[config.mk]
export PLATFORM = sky130hd
export DESIGN_NAME = gb5_ctrl
export DESIGN_NICKNAME = d
export VERILOG_FILES = /design/src/design/gb5_pkg.sv /design/src/design/gb5_ctrl.sv
export SDC_FILE = /design/constraint.sdc
export NUM_CORES = 1
export LEC_CHECK = 0
export ABC_CLOCK_PERIOD_IN_PS = 7300
export BUFFER_PORTS_ARGS = -buffer_cell sky130_fd_sc_hd__buf_2
export CELL_PAD_IN_SITES_DETAIL_PLACEMENT = 1
export CELL_PAD_IN_SITES_GLOBAL_PLACEMENT = 1
export CORE_MARGIN = 2
export CORE_UTILIZATION = 44
export DETAILED_ROUTE_END_ITERATION = 12
export PLACE_DENSITY_LB_ADDON = 0.1
export SYNTH_ARGS = -nofsm -noshare
export SYNTH_HDL_FRONTEND = slang
export SYNTH_SLANG_ARGS = --single-unit
[constraint.sdc]
create_clock -name clk -period 7.3 [get_ports clk]
set_clock_uncertainty 0.1 [all_clocks]
set_input_delay 0.365 -clock clk [delete_from_list [all_inputs] [get_ports clk]]
set_output_delay 0.365 -clock clk [all_outputs]
set_load 0.01 [all_outputs]
[src/design/gb5_pkg.sv]
// Shared types and constants of the 5x5 binomial blur.
package gb5_pkg;

  localparam int PIX_W     = 16;
  localparam int POS_W     = 13;
  localparam int CFG_W     = 14;
  localparam int IDX_W     = 8;
  localparam int MAX_WIDTH = 8192;
  localparam int LINES     = 4;
  localparam int TAPS      = 5;
  localparam int VSUM_W    = PIX_W + 4;
  localparam int HSUM_W    = VSUM_W + 4;
  localparam int ADDR_W    = $clog2(MAX_WIDTH);

  localparam logic [CFG_W-1:0] DIM_MIN      = CFG_W'(5);
  localparam logic [CFG_W-1:0] WIDTH_MAX    = CFG_W'(MAX_WIDTH);
  localparam logic [CFG_W-1:0] HEIGHT_MAX   = CFG_W'(8192);
  localparam logic [CFG_W-1:0] WIDTH_RESET  = CFG_W'(7680);
  localparam logic [CFG_W-1:0] HEIGHT_RESET = CFG_W'(4320);

  localparam logic [IDX_W-1:0] REG_IMAGE_WIDTH  = IDX_W'(0);
  localparam logic [IDX_W-1:0] REG_IMAGE_HEIGHT = IDX_W'(1);

  // One vertical column of the window, top row in entry 0.
  typedef logic [TAPS-1:0][PIX_W-1:0] col_t;

  // Position information of one accepted item.
  typedef struct packed {
    logic [POS_W-1:0] col;
    logic [POS_W-1:0] ctr_col;
    logic [POS_W-1:0] ctr_row;
    logic             emit;
    logic             last;
  } pos_t;

endpackage

[src/design/gb5_ctrl.sv]
// Configuration registers and raster position counters.
module gb5_ctrl (
  input  logic                      clk,
  input  logic                      rst_n,
  input  logic                      cfg_valid,
  input  logic [gb5_pkg::IDX_W-1:0] cfg_index,
  input  logic [gb5_pkg::CFG_W-1:0] cfg_data,
  input  logic                      accept,
  input  logic                      frame_start,
  output gb5_pkg::pos_t             pos
);

  logic [gb5_pkg::CFG_W-1:0] width_r, height_r;
  logic [gb5_pkg::CFG_W-1:0] w_eff, h_eff;
  logic [gb5_pkg::POS_W-1:0] col_cnt_r, row_cnt_r;
  logic [gb5_pkg::POS_W-1:0] col_cnt_nxt, row_cnt_nxt;
  logic [gb5_pkg::POS_W-1:0] c_base, r_base, c, r;
  logic [gb5_pkg::CFG_W-1:0] c_inc, r_inc;

  always_ff @(posedge clk) begin
    if (!rst_n) begin
      width_r  <= gb5_pkg::WIDTH_RESET;
      height_r <= gb5_pkg::HEIGHT_RESET;
    end else if (cfg_valid) begin
      unique case (cfg_index)
        gb5_pkg::REG_IMAGE_WIDTH:  width_r  <= cfg_data;
        gb5_pkg::REG_IMAGE_HEIGHT: height_r <= cfg_data;
        default: ;
      endcase
    end
  end

  always_comb begin
    if (width_r < gb5_pkg::DIM_MIN)        w_eff = gb5_pkg::DIM_MIN;
    else if (width_r > gb5_pkg::WIDTH_MAX) w_eff = gb5_pkg::WIDTH_MAX;
    else                                   w_eff = width_r;
    if (height_r < gb5_pkg::DIM_MIN)         h_eff = gb5_pkg::DIM_MIN;
    else if (height_r > gb5_pkg::HEIGHT_MAX) h_eff = gb5_pkg::HEIGHT_MAX;
    else                                     h_eff = height_r;
  end

  always_comb begin
    c_base = frame_start ? '0 : col_cnt_r;
    r_base = frame_start ? '0 : row_cnt_r;
    // A position left beyond a shrunken frame restarts at zero.
    c = ({1'b0, c_base} >= w_eff) ? '0 : c_base;
    r = ({1'b0, r_base} >= h_eff) ? '0 : r_base;

    pos.col     = c;
    pos.ctr_col = c - gb5_pkg::POS_W'(2);
    pos.ctr_row = r - gb5_pkg::POS_W'(2);
    pos.emit    = (c >= gb5_pkg::POS_W'(4)) && (r >= gb5_pkg::POS_W'(4));
    pos.last    = ({1'b0, r} == h_eff - gb5_pkg::CFG_W'(1)) &&
                  ({1'b0, c} == w_eff - gb5_pkg::CFG_W'(1));

    c_inc = {1'b0, c} + gb5_pkg::CFG_W'(1);
    r_inc = {1'b0, r} + gb5_pkg::CFG_W'(1);
    if (c_inc >= w_eff) begin
      col_cnt_nxt = '0;
      row_cnt_nxt = (r_inc >= h_eff) ? '0 : r_inc[gb5_pkg::POS_W-1:0];
    end else begin
      col_cnt_nxt = c_inc[gb5_pkg::POS_W-1:0];
      row_cnt_nxt = r;
    end
  end

  always_ff @(posedge clk) begin
    if (!rst_n) begin
      col_cnt_r <= '0;
      row_cnt_r <= '0;
    end else if (accept) begin
      col_cnt_r <= col_cnt_nxt;
      row_cnt_r <= row_cnt_nxt;
    end
  end

endmodule

After elaboration in Yosys (flattened, before gate mapping)
Index checks and enable logic that the tools add are counted.
W data, S select, Z words.
Operators by class
  add/subtract/negate cells: 6
  order comparisons: 10
  eq/ne operators: 3
  muxes and demuxes: 11
  reduce and logical (&&, ||, !) cells: 5
Operators by type and width (number)
  $mux W13: 7
  $mux W14: 4
  $add A13 B1 Y14 const B: 2
  $eq A13 B14 Y1: 2
  $ge A13 B14 Y1: 2
  $ge A14 B14 Y1: 2
  $gt A14 B14 Y1 const B: 2
  $lt A14 B3 Y1 const B: 2
  $sub A14 B1 Y14 const B: 2
  $ge A13 B3 Y1 const B: 2
  $sub A13 B2 Y13 const B: 2
  $eq A8 B1 Y1 const B: 1
  $logic_not A8 Y1: 1
  $reduce_and A2 Y1: 2
  $logic_and A1 B1 Y1: 2
Storage, ports and cells
  register bits after elaboration: 54
  input port bits: 27
  output and inout bits: 41
  logic and storage cells: 39

Logic depth before layout (Yosys ltp)
  depth in word-level cells: 9
  depth in mapped cells: 31
  mapped depth without buffers: 28

Least setup slack after synthesis
OpenSTA, ideal clock, no wires.
  path kind: reg2reg
  start point: reg width_r[3] (netlist name)
  end point: reg row_cnt_r[10] (netlist name)
  library setup time: 0.088 ns
  arrival: 6.211 ns
  data required time: 7.112 ns
  path slack: 0.901 ns
  stages on the path, launching flop included: 30
  buffers on the path: 4
  clock period less this slack: 6.399 ns
  cell sequence: dfxtp_1 clkbuf_1 nor4_1 and3_1 clkbuf_1 o21ai_0 ha_1 a21o_1 a31oi_1 o21ai_0 a211o_1 nand2_1 nand2_1 inv_1 ha_1 nand4_1 nor2_1 nand4_1 a211o_1 or4_1 xor2_1 ha_1 o21ai_0 o21ai_0 a21oi_1 o211a_1 clkbuf_1 clkbuf_1 nand3_1 a311oi_2
RTL lines
  from (decl): line gb5_ctrl.sv:13  | logic [gb5_pkg::CFG_W-1:0] width_r, height_r;
  from (signal assigned): line gb5_ctrl.sv:22  | width_r <= gb5_pkg::WIDTH_RESET;
  from (signal assigned): line gb5_ctrl.sv:26  | gb5_pkg::REG_IMAGE_WIDTH: width_r <= cfg_data;
  to (signal assigned): line gb5_ctrl.sv:73  | row_cnt_r <= row_cnt_nxt;
  to (decl): line gb5_ctrl.sv:15  | logic [gb5_pkg::POS_W-1:0] col_cnt_r, row_cnt_r;

Worst setup path in the final report
  start point: reg height_r[8] (netlist name)
  end point: reg row_cnt_r[5] (netlist name)
On the way
  word-level cells in the longest chain between the ends: 9
  elaborated cells on any way between the ends: 10
  those cells by class: 1 x add/sub; 4 x order compare; 5 x mux
RTL lines
  from (decl): line gb5_ctrl.sv:13
  from (signal assigned): line gb5_ctrl.sv:23  | height_r <= gb5_pkg::HEIGHT_RESET;
  from (signal assigned): line gb5_ctrl.sv:27  | gb5_pkg::REG_IMAGE_HEIGHT: height_r <= cfg_data;
  $gt A14 B14 Y1: line gb5_ctrl.sv:38  | else if (height_r > gb5_pkg::HEIGHT_MAX) h_eff = gb5_pkg::HEIGHT_MAX;
  $mux W14: line gb5_ctrl.sv:38
  $mux W14 *: line gb5_ctrl.sv:37  | if (height_r < gb5_pkg::DIM_MIN) h_eff = gb5_pkg::DIM_MIN;
  $ge A13 B14 Y1: line gb5_ctrl.sv:47  | r = ({1'b0, r_base} >= h_eff) ? '0 : r_base;
  $mux W13: line gb5_ctrl.sv:47
  $add A13 B1 Y14: line gb5_ctrl.sv:57  | r_inc = {1'b0, r} + gb5_pkg::CFG_W'(1);
  $ge A14 B14 Y1: line gb5_ctrl.sv:60  | row_cnt_nxt = (r_inc >= h_eff) ? '0 : r_inc[gb5_pkg::POS_W-1:0];
  $mux W13: line gb5_ctrl.sv:60
  $mux W13 *: line gb5_ctrl.sv:58  | if (c_inc >= w_eff) begin
Every way passes the cells marked *; elsewhere a longest branch is shown, timed or not.
A chain may end at the register's enable or synchronous reset.

==> flow_metrics.py <==
metrics = {
    "power_and_ir_drop": {
        "p_comb_share_pct": 16.4,
        "power_density_mw_per_mm2": 95.94,
        "p_sw_share_pct": 29.98,
        "seqPwrFrac_pct": 45.3,
        "leakagePower_nw": 3.021,
        "clkPwrFrac_pct": 38.3,
        "netSwitchingPower_mw": 0.1996,
        "ir_drop_uv": 65.66,
        "p_int_mw": 0.4663,
    },
    "logic_synthesis": {
        "yosys_most_used_dff": "dfxtp_1",
        "synth-edff-count": 0,
        "synth_mux_area_share_pct": 5.535,
        "synth_area_leaders": "dfxtp_1 (17%), ha_1 (13%), nor2_1 (5.9%)",
        "yosys_warnings": 0,
        "yosysSeqAreaShare_pct": 17.45,
        "synth_nets": 930,
        "synth-simple-area-share_pct": 27.90,
        "synthCells": 841,
        "synth_top_family_by_area": "simple AND/OR/NAND/NOR gates",
        "synth_seq_cells": 54,
        "syn_area_mm2": 0.006193,
        "ys_async_sr_fraction_pct": 0,
        "synth_xor_area_share_pct": 6.222,
        "synth_cell_type_count": 77,
        "yosys.area.top_type": "dfxtp_1",
        "synth_top_cell_area_share_pct": 17.45,
        "synth_compound_area_share_pct": 25.15,
        "synth_adder_area_share_pct": 12.53,
        "avgSynthCellArea_um2": 7.364,
    },
    "floorplan": {
        "fp.dieH_um": 122.6,
        "dieArea_mm2": 0.01504,
        "coreArea_mm2": 0.01383,
        "initial_core_util_pct": 44.79,
        "die_w_um": 122.6,
        "io_pins": 68,
        "row_count": 43,
    },
    "grt": {
        "grt_util_all_layers_pct": 31.72,
        "grt_pass1_vias": 6896,
        "grt_max_degree": 37,
        "grt.overflow.total": 0,
        "antenna_found_initial": 0,
        "grt_first_pass_wirelength_um": 37090,
    },
    "worst_setup_path": {
        "crit_type": "flop to flop",
        "crit_path_start_kind": "flop",
        "r2r_cells": 25,
        "crit_top_cell": "ha_1",
        "crit_path_top_delay_cell": "nor4_4",
        "r2r_slack_ns": 0.49,
        "cp.arrival_ns": 6.91,
        "critPathCaptureType": "flop",
        "slowest_delay_ns": 0.57,
        "reg2reg_from": "height_r[8]$_SDFFE_PN0P_",
        "r2r_end": "row_cnt_r[5]$_SDFFE_PN0P_",
        "crit_fanout": 11,
        "worstPathRequired_ns": 7.41,
    },
    "layout": {
        "nets": 982,
        "layout_commonest_cell": "nor2_1",
        "postLayoutCoreUtil_pct": 50.19,
        "multiInputGateArea_mm2": 0.004832,
        "area_growth_pct": 12.06,
        "finalNonFillerCells": 1074,
        "seqCellArea_mm2": 0.001081,
        "nFillCells": 1796,
        "final_cell_mix": "nor2_1 (97), nand2_1 (83), buf_2 (67)",
        "diodes": 0,
        "final_layout_size_suffix_gt1_share_pct": 14.43,
    },
    "timing": {
        "finalHoldViolations": 0,
        "worst_slack_ns": 0.4941,
        "period_needed_ns": 6.806,
        "slew_viol_final": 0,
        "fin_setup_tns_ns": 0,
        "timing.hold.ws_ns": 0.1952,
        "setup_viol": 0,
        "period_share_pct": 93.23,
        "fmax_ghz": 0.1469,
        "slew-limit-headroom_pct": 19.05,
        "worst_slew_pin_slew_ns": 1.207,
    },
    "place": {
        "dp_slack_ns": 0.3416,
        "gp_congestion": 0.9533,
        "portBuffers": 67,
        "placedCellCount": 1064,
        "dp_hpwl_um": 18750,
    },
    "cts": {
        "clockBufferDepth": 2,
        "cts_buffers": 5,
        "cts_root_buffer": "clkbuf_16",
        "cts_hold_buf": 0,
        "cts-htree-levels": 2,
        "clkSlewWorstSetupHoldPaths_ns": 0.08,
        "clock-sinks": 54,
        "clk_latency_ns": 0.31,
        "cts_tree": "yes",
    },
    "worst_hold_path": {
        "min_path_cells": 3,
        "worstHoldStart": "cfg_data[6]",
        "worstHoldEndpoint": "height_r[6]$_SDFFE_PN1P_",
        "hp-class": "primary input to flop",
    },
    "drt": {
        "wl_per_cell_um": 21.85,
        "ant_nets": 0,
        "vias_per_cell": 6.384,
        "wl_um": 23470,
        "dr.pass1.iters": 5,
        "vias": 6856,
        "drt_iter0_drc": 671,
        "drc": 0,
    },
    "status": {
        "outcome": "finished, final reports clean",
    },
    "job": {
        "drv_cap": 0,
    },
}
## worst max-delay path by stage
| stage | from | end | depth (start not counted) | slack [ns] |
|---|---|---|---|---|
| final | height_r[8]$_SDFFE_PN0P_ | row_cnt_r[5]$_SDFFE_PN0P_ | 25 | 0.49 |
| after global routing | width_r[3]$_SDFFE_PN0P_ | row_cnt_r[5]$_SDFFE_PN0P_ | 26 | -0.005 |
| after floorplan | width_r[3]$_SDFFE_PN0P_ | row_cnt_r[10]$_SDFFE_PN0P_ | 29 | 0.90 |
| after CTS | width_r[3]$_SDFFE_PN0P_ | row_cnt_r[6]$_SDFFE_PN0P_ | 26 | 0.31 |
| after detailed placement | width_r[3]$_SDFFE_PN0P_ | row_cnt_r[6]$_SDFFE_PN0P_ | 26 | 0.34 |
| after global placement | width_r[7]$_SDFFE_PN0P_ | col_cnt_r[10]$_SDFFE_PN0P_ | 27 | 0.66 |
## worst max-delay path: cells and delay by family (launching register included)
kind	cells	cell delay [ns]
simple gates	13	3.12
compound gates	7	1.81
fa+ha+maj	3	0.84
flops	1	0.44
buf+inv	1	0.21
xor+xnor	1	0.18
## layer usage
| layer | GRT usage, % | vias to the layer above | part of all wire, % |
|---|---|---|---|
| met5 | 0 | - | 0 |
| met4 | 10.06 | 0 | 2.6 |
| met3 | 3.532 | 35 | 5.9 |
| met2 | 51.39 | 221 | 46 |
| met1 | 44.00 | 3402 | 45 |
| li1 | - | 3198 | - |
## state kept, by name, indices dropped and copies added, names as in the netlist
| signal | cells |
|---|---|
| width_r | 14 |
| row_cnt_r | 13 |
| height_r | 14 |
| col_cnt_r | 13 |
## cell usage after synthesis (all sizes together) (4+ instances only)
cell type,count
a311oi,5
nand4b,4
nand3,27
a211o,9
or3,7
mux2i,32
a2111oi,6
clkinv,4
o21ai,47
buf,8
o21a,5
xor2,14
nor4,17
a21oi,44
o22ai,4
o31ai,4
a211oi,12
a21o,9
nor2,98
a22oi,10
a21boi,5
nand2b,17
clkbuf,37
a32o,9
or4,7
and3,6
o211ai,6
nand4,11
nor3,28
dfxtp,54
nand2,85
a31oi,9
xnor2,30
nor2b,20
ha,62
a41oi,4
and2,7
inv,35
## through the flow
stage,cell area [um2],power (mW)
2_1_floorplan,6193,0.3709
3_3_place_gp,6735,0.4119
3_5_place_dp,6735,0.4158
4_1_cts,6883,0.6668
5_1_grt,6940,0.6883
6_report,6940,0.6659
## power groups by stage
stage | Sequential [mW] | Clock (mW) | Combinational, mW
floorplan | 0.306 | 0 | 0.0644
global placement | 0.308 | 0 | 0.104
detailed placement | 0.309 | 0 | 0.107
CTS | 0.302 | 0.257 | 0.108
global route | 0.302 | 0.268 | 0.118
finish | 0.302 | 0.255 | 0.109
## cell type report
type                            instances  area share [%]
Clock inverter                          3          0.3245
Tap cell                              180           3.245
Sequential cell                        54           15.58
Inverter                               39           2.109
Clock buffer                            5           1.803
Timing Repair Buffer                   90           7.319
Multi-Input combinational cell        703           69.62
## cell families after synthesis
family                     Yosys count
muxes                               34
xor gates and xnor gates            44
buffers and inverters               84
AOI/OAI and AO/OA                  217
adders and majority gates           62
DFF                                 54
and+or+nand+nor                    346
## timing repair
item	in CTS	in global routing
setup endpoints to repair	0	26
gates resized for setup	0	8
setup buffers	0	2
No activity file was read; power rests on OpenSTA's default activity.
