File: config.mk
export PLATFORM = sky130hd
export DESIGN_NAME = gb5_sum
export DESIGN_NICKNAME = d
export VERILOG_FILES = /design/src/design/gb5_pkg.sv /design/src/design/gb5_sum.sv
export SDC_FILE = /design/constraint.sdc
export NUM_CORES = 1
export LEC_CHECK = 0
export BUFFER_PORTS_ARGS = -buffer_cell sky130_fd_sc_hd__buf_2
export CAP_MARGIN = 20
export CORE_ASPECT_RATIO = 0.5
export CORE_MARGIN = 8
export CORE_UTILIZATION = 35
export CTS_CLUSTER_SIZE = 8
export DETAILED_ROUTE_END_ITERATION = 8
export PLACE_DENSITY = 0.62
export SLEW_MARGIN = 15
export SYNTH_ARGS = -nofsm -noshare
export SYNTH_HDL_FRONTEND = slang
export SYNTH_SLANG_ARGS = --single-unit
File: constraint.sdc
create_clock -name clk -period 9.65 [get_ports clk]
set_clock_uncertainty 0.15 [all_clocks]
set_input_delay 2.4125 -clock clk [delete_from_list [all_inputs] [get_ports clk]]
set_output_delay 2.4125 -clock clk [all_outputs]
set_load 0.01 [all_outputs]
File: src/design/gb5_pkg.sv
// Shared types and constants of the 5x5 binomial blur.
package gb5_pkg;

  localparam int PIX_W     = 16;
  localparam int POS_W     = 13;
  localparam int CFG_W     = 14;
  localparam int IDX_W     = 8;
  localparam int MAX_WIDTH = 8192;
  localparam int LINES     = 4;
  localparam int TAPS      = 5;
  localparam int VSUM_W    = PIX_W + 4;
  localparam int HSUM_W    = VSUM_W + 4;
  localparam int ADDR_W    = $clog2(MAX_WIDTH);

  localparam logic [CFG_W-1:0] DIM_MIN      = CFG_W'(5);
  localparam logic [CFG_W-1:0] WIDTH_MAX    = CFG_W'(MAX_WIDTH);
  localparam logic [CFG_W-1:0] HEIGHT_MAX   = CFG_W'(8192);
  localparam logic [CFG_W-1:0] WIDTH_RESET  = CFG_W'(7680);
  localparam logic [CFG_W-1:0] HEIGHT_RESET = CFG_W'(4320);

  localparam logic [IDX_W-1:0] REG_IMAGE_WIDTH  = IDX_W'(0);
  localparam logic [IDX_W-1:0] REG_IMAGE_HEIGHT = IDX_W'(1);

  // One vertical column of the window, top row in entry 0.
  typedef logic [TAPS-1:0][PIX_W-1:0] col_t;

  // Position information of one accepted item.
  typedef struct packed {
    logic [POS_W-1:0] col;
    logic [POS_W-1:0] ctr_col;
    logic [POS_W-1:0] ctr_row;
    logic             emit;
    logic             last;
  } pos_t;

endpackage

File: src/design/gb5_sum.sv
// Separable binomial filter: column sums held in a 5-deep shift line.
module gb5_sum (
  input  logic                      clk,
  input  logic                      shift_en,
  input  gb5_pkg::col_t             col_in,
  output logic [gb5_pkg::PIX_W-1:0] blurred
);

  logic [gb5_pkg::TAPS-1:0][gb5_pkg::VSUM_W-1:0] vsum_r;
  logic [gb5_pkg::VSUM_W-1:0] vsum_new;
  logic [gb5_pkg::HSUM_W-1:0] hsum;
  logic [gb5_pkg::VSUM_W-1:0] p0, p1, p2, p3, p4;
  logic [gb5_pkg::HSUM_W-1:0] v0, v1, v2, v3, v4;

  // Weights 1,4,6,4,1 built from shifts; 6x is 4x plus 2x.
  always_comb begin
    p0 = gb5_pkg::VSUM_W'(col_in[0]);
    p1 = gb5_pkg::VSUM_W'(col_in[1]);
    p2 = gb5_pkg::VSUM_W'(col_in[2]);
    p3 = gb5_pkg::VSUM_W'(col_in[3]);
    p4 = gb5_pkg::VSUM_W'(col_in[4]);
    vsum_new = p0 + (p1 << 2) + (p2 << 2) + (p2 << 1) + (p3 << 2) + p4;
  end

  always_ff @(posedge clk) begin
    if (shift_en) begin
      for (int j = 0; j < gb5_pkg::TAPS - 1; j++) begin
        vsum_r[j] <= vsum_r[j+1];
      end
      vsum_r[gb5_pkg::TAPS-1] <= vsum_new;
    end
  end

  always_comb begin
    v0 = gb5_pkg::HSUM_W'(vsum_r[0]);
    v1 = gb5_pkg::HSUM_W'(vsum_r[1]);
    v2 = gb5_pkg::HSUM_W'(vsum_r[2]);
    v3 = gb5_pkg::HSUM_W'(vsum_r[3]);
    v4 = gb5_pkg::HSUM_W'(vsum_r[4]);
    hsum = v0 + (v1 << 2) + (v2 << 2) + (v2 << 1) + (v3 << 2) + v4;
    blurred = hsum[gb5_pkg::HSUM_W-1:8];
  end

endmodule

### Word level (Yosys, flattened, before mapping)

Cells that the tools add are included.

* add/subtract/negate cells: 10

Operators by type and width (count)
* 24-bit by 22-bit adder with 24-bit output: 2
* 24-bit by 20-bit adder with 24-bit output: 1
* 24-bit by 21-bit adder with 24-bit output: 1
* 20-bit by 22-bit adder with 23-bit output: 1
* 19-bit by 18-bit adder with 20-bit output: 1
* 20-bit by 16-bit adder with 20-bit output: 1
* 20-bit by 17-bit adder with 20-bit output: 1
* 20-bit by 18-bit adder with 20-bit output: 1
* 16-bit by 18-bit adder with 19-bit output: 1

* word-level logic and storage cells: 15
* input bits: 82
* register bits after elaboration: 100
* output and inout port bits: 16

### Longest topological paths before layout

Gate-level depths: netlist of the first run.

* depth after elaboration: 5
* mapped depth: 19
* mapped depth without buffers: 19

### Least setup slack after synthesis of the first run

No wires, ideal clock.

* kind: register to output
* from: register vsum_r (netlist bit v1[0])
* to: output blurred[15] (netlist name)
* setup slack: 2817 ps
* buffers on the path: 1
* data arrival time: 4271 ps
* stages on the path, launching flop included: 20
* data required time: 7088 ps
* cell sequence: edfxtp_1 > ha_1 > fa_1 > a21oi_1 > o21ai_1 > or2_2 > a31oi_2 > o21bai_1 > nor2_1 > xnor2_1 > fa_1 > ha_1 > buf_6 > a211oi_1 > o21ai_1 > a211oi_2 > a31oi_2 > a31oi_2 > nor4_1 > a211oi_1

* word-level cells in the longest chain between the ends: 5

Ends and longest elaborated chain
* from (decl): line gb5_sum.sv:9 `logic [gb5_pkg::TAPS-1:0][gb5_pkg::VSUM_W-1:0] vsum_r;`
* from (signal, indexed assignment): line gb5_sum.sv:28 `vsum_r[j] <= vsum_r[j+1];`
* from (signal, indexed assignment): line gb5_sum.sv:30 `vsum_r[gb5_pkg::TAPS-1] <= vsum_new;`
* 20-bit by 22-bit adder with 23-bit output: line gb5_sum.sv:40 `hsum = v0 + (v1 << 2) + (v2 << 2) + (v2 << 1) + (v3 << 2) + v4;`
* 24-bit by 22-bit adder with 24-bit output: line gb5_sum.sv:40
* 24-bit by 21-bit adder with 24-bit output: line gb5_sum.sv:40
* 24-bit by 22-bit adder with 24-bit output: line gb5_sum.sv:40
* 24-bit by 20-bit adder with 24-bit output: line gb5_sum.sv:40
* to (decl): line gb5_sum.sv:6 `output logic [gb5_pkg::PIX_W-1:0] blurred`

Every way passes these cells.

### Final worst setup path of the first run

* from: register vsum_r (netlist bit v0[2])
* to: output blurred[15] (netlist name)

The elaborated chain is that of the path after synthesis.

==> flow_metrics.tcl, run 1 <==
set metrics [dict create \
    syn2layout_area_growth_pct 14.2 \
    num_io_pins 98 \
    clock_tree_from_tritoncts "yes" \
    synth_cells 608 \
    period_share_pct 80.9 \
    critPathBufInv 1 \
    synth-warning-count 0 \
    combinational_family_with_the_most_area_after_synthesis "adder cells" \
    start_util_pct 35.7 \
    via_count_of_the_first_global_routing_pass 5223 \
    worstPathRequired_ps 7090 \
    synth_top_area_cell "sky130_fd_sc_hd__edfxtp_1" \
    insertion_delay_ps 350 \
    rsz0062_at_grt "no" \
    setup_tns_ps 0 \
    drc 0 \
    critical_path_peak_fanout 7 \
    max_stage_delay_ps 450 \
    clk_path_buf_depth 2 \
    final_period_minus_worst_setup_slack_ps 7810 \
    critPathCaptureType "output port" \
    synth-adder-area-share_pct 39.1 \
    synth-compound-area-share_pct 10.0 \
    gpl_wtd_cong 0.902 \
    detail_placement_hpwl_microns 12900 \
    routedWlPerCell_microns 15.1 \
    flip_flop_and_latch_count_after_synthesis 100 \
    yosys.cell_count.top_type "sky130_fd_sc_hd__fa_1" \
    worst_path_dominant_cell_family "compound AO/OA/AOI/OAI gates" \
    cts_setup_buffers 0 \
    h-tree-depth 3 \
    violation_count_after_the_first_detailed_route_iteration 347 \
    yosysUniqueCellTypes 53 \
    cts_sinks 100 \
    detail-route-antenna-nets 0 \
    grt_max_degree 57 \
    firstDrtPassIters 5 \
    tightestPinTransition_ps 705 \
    run_status "completed" \
    worstPathCellList "ha_1, fa_1, a21oi_1, o21ai_1, or2_2, a31oi_2, o21bai_1, nor2_1, xnor2_1, fa_1, ha_1, a211oi_1, o21ai_1, a211oi_2, a31oi_2, a31oi_2, nor4_1, a211oi_1, buf_2" \
    crit_cells 19 \
    ys_top_cells_by_count "sky130_fd_sc_hd__fa_1 (120), sky130_fd_sc_hd__edfxtp_1 (100), sky130_fd_sc_hd__inv_1 (71)" \
    cpMaxStageDelayCell "sky130_fd_sc_hd__fa_1" \
    timing.hold.worst_path_depth 0 \
    fin_hold_ws_ps 307 \
    postCtsHoldBufs 0 \
    synth.yosys.seq_area_share_pct 36.8 \
    grt_first_pass_wirelength_microns 25800 \
    asyncSetResetFlopFracSynth_pct 0 \
    worst_hold_path_type "flop to flop" \
    totalWireLength_microns 15600 \
    final_nets 981 \
    cts.root.buffer_cell "sky130_fd_sc_hd__clkbuf_16" \
    slew-limit-headroom_pct 53.0 \
    yosys-mux-area-fraction_pct 0 \
    die-height_microns 124 \
    postSynthAreaPerCell_sq_um 13.4 \
    path_common_cell "sky130_fd_sc_hd__a31oi_2" \
    die_area_sq_um 28700 \
    post_syn_area_sq_um 8160 \
    final-setup-viol-count 0 \
    via_per_inst 4.83 \
    ff2ff_path_depth 0 \
    grt.overflow.total 0 \
    yosys_most_used_dff "sky130_fd_sc_hd__edfxtp_1" \
    synth-simple-area-share_pct 6.21 \
    grt_util_all_layers_pct 11.1 \
    design.core.area_sq_um 22800 \
    count_of_buffers_inserted_at_the_top_level_ports 97 \
    antenna_violations_before_repair 0 \
    antenna_cells 0 \
    worst_setup_start_kind "flop" \
    cts.clk_slew.worst_paths_ps 70 \
    final-max-slew-violation-count 0 \
    dr_total_vias 4965 \
    hold_violations 0 \
    synthTopCellsByArea "sky130_fd_sc_hd__edfxtp_1 (37%), sky130_fd_sc_hd__fa_1 (29%), sky130_fd_sc_hd__ha_1 (9.7%)" \
    die_w_microns 232 \
    cts_inserted_buffers 9 \
    drive_above_1_share_pct 17.9 \
    synth_xor_area_share_pct 4.40 \
    cp_data_arrival_time_ps 5250 \
    synth_edf_count 100 \
    cts-resized-gates 0 \
    row_count 39 \
    yosysTopAreaCellShare_pct 36.8 \
    maximum_operating_frequency_mhz 128 \
    cap_violations 0 \
    setup_crit_path_kind "flop to output port" \
    syn_nets 873 \
]
==> layout by cell type (no fill, tap or decap), drive strengths merged, types with 6 or more instances in the layout <==
master / n
a211oi: 8
nor3: 9
inv: 75
a31oi: 6
nand2: 21
clkbuf: 9
nor2: 22
edfxtp: 100
o21a: 6
buf: 98
xnor2: 31
nand3: 8
nor2b: 6
a21oi: 31
fa: 120
xor2: 10
a21o: 16
o21ai: 23
nand2b: 6
ha: 63
==> state kept, by name, indices dropped and copies added, names as in the netlist <==
name / cells
v0: 20
v1: 20
v2: 20
v3: 20
v4: 20
==> metal layers <==
metal,part of all wire [%],GRT usage (%)
met5,0,0
met3,2.9,1.96
met1,45,14.8
met2,51,18.9
met4,1.2,2.82
==> layout make-up <==
class | instances | area, sq um
flip-flops and latches | 100 | 3000
inverters | 71 | 267
multi-input cells | 436 | 4880
clock inverters | 7 | 67.6
repair buffers | 98 | 495
clock buffers | 9 | 225
fillers | 2187 | 13500
well taps | 307 | 384
==> metrics by stage <==
stage / setup slack, ps / util [%] / std cells / cell area [sq um]
after floorplan: 2820 / - / 608 / 8160
after global placement: 2460 / 39.5 / 1012 / 9020
after detailed placement: 2280 / 39.5 / 1012 / 9020
after CTS: 1850 / 40.8 / 1028 / 9320
after global routing: 1430 / 40.8 / 1028 / 9320
final: 1840 / 40.8 / 1028 / 9320
==> worst paths after layout <==
check	startpoint	to	slack [ps]
worst max-delay path	v0[2]	blurred[15]	1840
worst min-delay path	v4[2]	v3[2]	310
worst max register to register	v2[13]	v1[13]	8710
worst min register to register	v4[2]	v3[2]	310
==> kinds of logic (layout without fill, tap and decap cells) <==
group | Yosys count | after routing
fa+ha+maj | 183 | 183
compound gates | 115 | 115
flops | 100 | 100
simple gates | 97 | 97
buf+inv | 72 | 185
xor+xnor | 41 | 41
Power of run 1 is not shown: default switching activity piles up to over one toggle a cycle in this logic, so the estimate is an artifact.
==> run 2, diff against run 1 <==
- PLACE_DENSITY: 0.62 -> 0.63
- clock period: 9.65 -> 7.1 ns (I/O delays scaled with it)
==> flow_metrics.tcl, run 2 (synthesis results as in run 1) <==
set metrics [dict create \
    worstPathCellList "ha_4, fa_2, a21oi_1, o21ai_2, or2_4, a31oi_4, buf_4, o21ai_1, nor3_2, xnor2_1, fa_1, ha_4, nand4_1, a211oi_2, a21oi_2, a31oi_4, a31oi_4, o21bai_1, xnor2_1, buf_2" \
    hold_violations 0 \
    row_count 39 \
    cp_data_arrival_time_ps 4940 \
    worstPathRequired_ps 5180 \
    firstDrtPassIters 7 \
    design.core.area_sq_um 22800 \
    dr_total_vias 4946 \
    drc 0 \
    fin_hold_ws_ps 310 \
    clock_tree_from_tritoncts "yes" \
    via_per_inst 4.79 \
    cts_sinks 100 \
    maximum_operating_frequency_mhz 146 \
    run_status "completed" \
    gpl_wtd_cong 0.842 \
    antenna_violations_before_repair 0 \
    die_area_sq_um 28700 \
    h-tree-depth 3 \
    totalWireLength_microns 15500 \
    count_of_buffers_inserted_at_the_top_level_ports 97 \
    routedWlPerCell_microns 15.0 \
    post-route-worst-setup-slack_ps 238 \
    final_nets 987 \
    insertion_delay_ps 350 \
    placed_instance_area_sq_um 9020 \
    violation_count_after_the_first_detailed_route_iteration 315 \
    worst_setup_start_kind "flop" \
    via_count_of_the_first_global_routing_pass 5183 \
    layout.cells.most_common_list "sky130_fd_sc_hd__fa_1 (119), sky130_fd_sc_hd__edfxtp_1 (100), sky130_fd_sc_hd__buf_2 (96)" \
    num_io_pins 98 \
    critical_path_peak_fanout 4 \
    critPathBufInv 2 \
    grt_max_degree 83 \
    cts.root.buffer_cell "sky130_fd_sc_hd__clkbuf_16" \
    post-place-ws_ps 362 \
    grt_util_all_layers_pct 10.9 \
    setup_crit_path_kind "flop to output port" \
    critPathCaptureType "output port" \
    path_common_cell "sky130_fd_sc_hd__a31oi_4" \
    final_common_cell "sky130_fd_sc_hd__fa_1" \
    worst_path_dominant_cell_family "compound AO/OA/AOI/OAI gates" \
    grt.overflow.total 0 \
    final-max-slew-violation-count 0 \
    cts.clk_slew.worst_paths_ps 60 \
    cap_violations 0 \
    start_util_pct 35.7 \
    final_period_minus_worst_setup_slack_ps 6860 \
    max_stage_delay_ps 520 \
    antenna_cells 0 \
    final-setup-viol-count 0 \
    syn2layout_area_growth_pct 16.0 \
    cpMaxStageDelayCell "sky130_fd_sc_hd__fa_1" \
    die_w_microns 232 \
    setup_tns_ps 0 \
    die-height_microns 124 \
    cts_inserted_buffers 9 \
    worst_hold_path_type "flop to flop" \
    period_share_pct 96.6 \
    drive_above_1_share_pct 20.8 \
    clk_path_buf_depth 2 \
    detail-route-antenna-nets 0 \
    detail_placement_hpwl_microns 13000 \
    slew-limit-headroom_pct 32.6 \
    grt_first_pass_wirelength_microns 25300 \
    fin_area_sq_um 9470 \
    tightestPinTransition_ps 1010 \
]
## run 2: cell count changes in the layout (fill, tap and decap cells not counted), sizes merged
cell,change
clkinvlp,+2
inv,-4
clkinv,+1
buf,+6
## run 2: path summary, 6_finish.rpt
kind / start / endpoint / slack (ps) / depth (start not counted)
worst min register to register: v3[19] / v2[19] / 310 / 0
worst max register to register: v2[18] / v1[18] / 6200 / 0
worst max-delay path: v1[0] / blurred[14] / 240 / 20
worst min-delay path: v3[19] / v2[19] / 310 / 0
## run 2: final cells by class
type / count / area, sq um
inverters: 71 / 267
flip-flops and latches: 100 / 3000
well taps: 307 / 384
fillers: 2131 / 13400
multi-input cells: 436 / 5010
repair buffers: 104 / 541
clock buffers: 9 / 225
clock inverters: 6 / 32.5
## run 2: through the flow
| step | instances | util (%) |
|---|---|---|
| after floorplan | 608 | - |
| after global placement | 1012 | 39.5 |
| after detailed placement | 1012 | 39.5 |
| after CTS | 1027 | 40.7 |
| after global routing | 1033 | 41.4 |
| final | 1033 | 41.4 |
## run 2: timing repair
action | CTS | global route
gates resized for setup | 2 | 25
setup endpoints to repair | 2 | 5
setup buffers | 0 | 6
pin swaps | 0 | 17
endpoints found under the hold margin | 0 | 0
cloned | 0 | 0
hold buffers | 0 | 0
## run 2: routing by layer
metal | wire, microns | global-route usage (%)
met5 | 0 | 0
met4 | 182 | 3.21
met3 | 565 | 2.59
met2 | 7700 | 17.8
met1 | 7020 | 14.6
Power of run 2 is left out for the same reason.
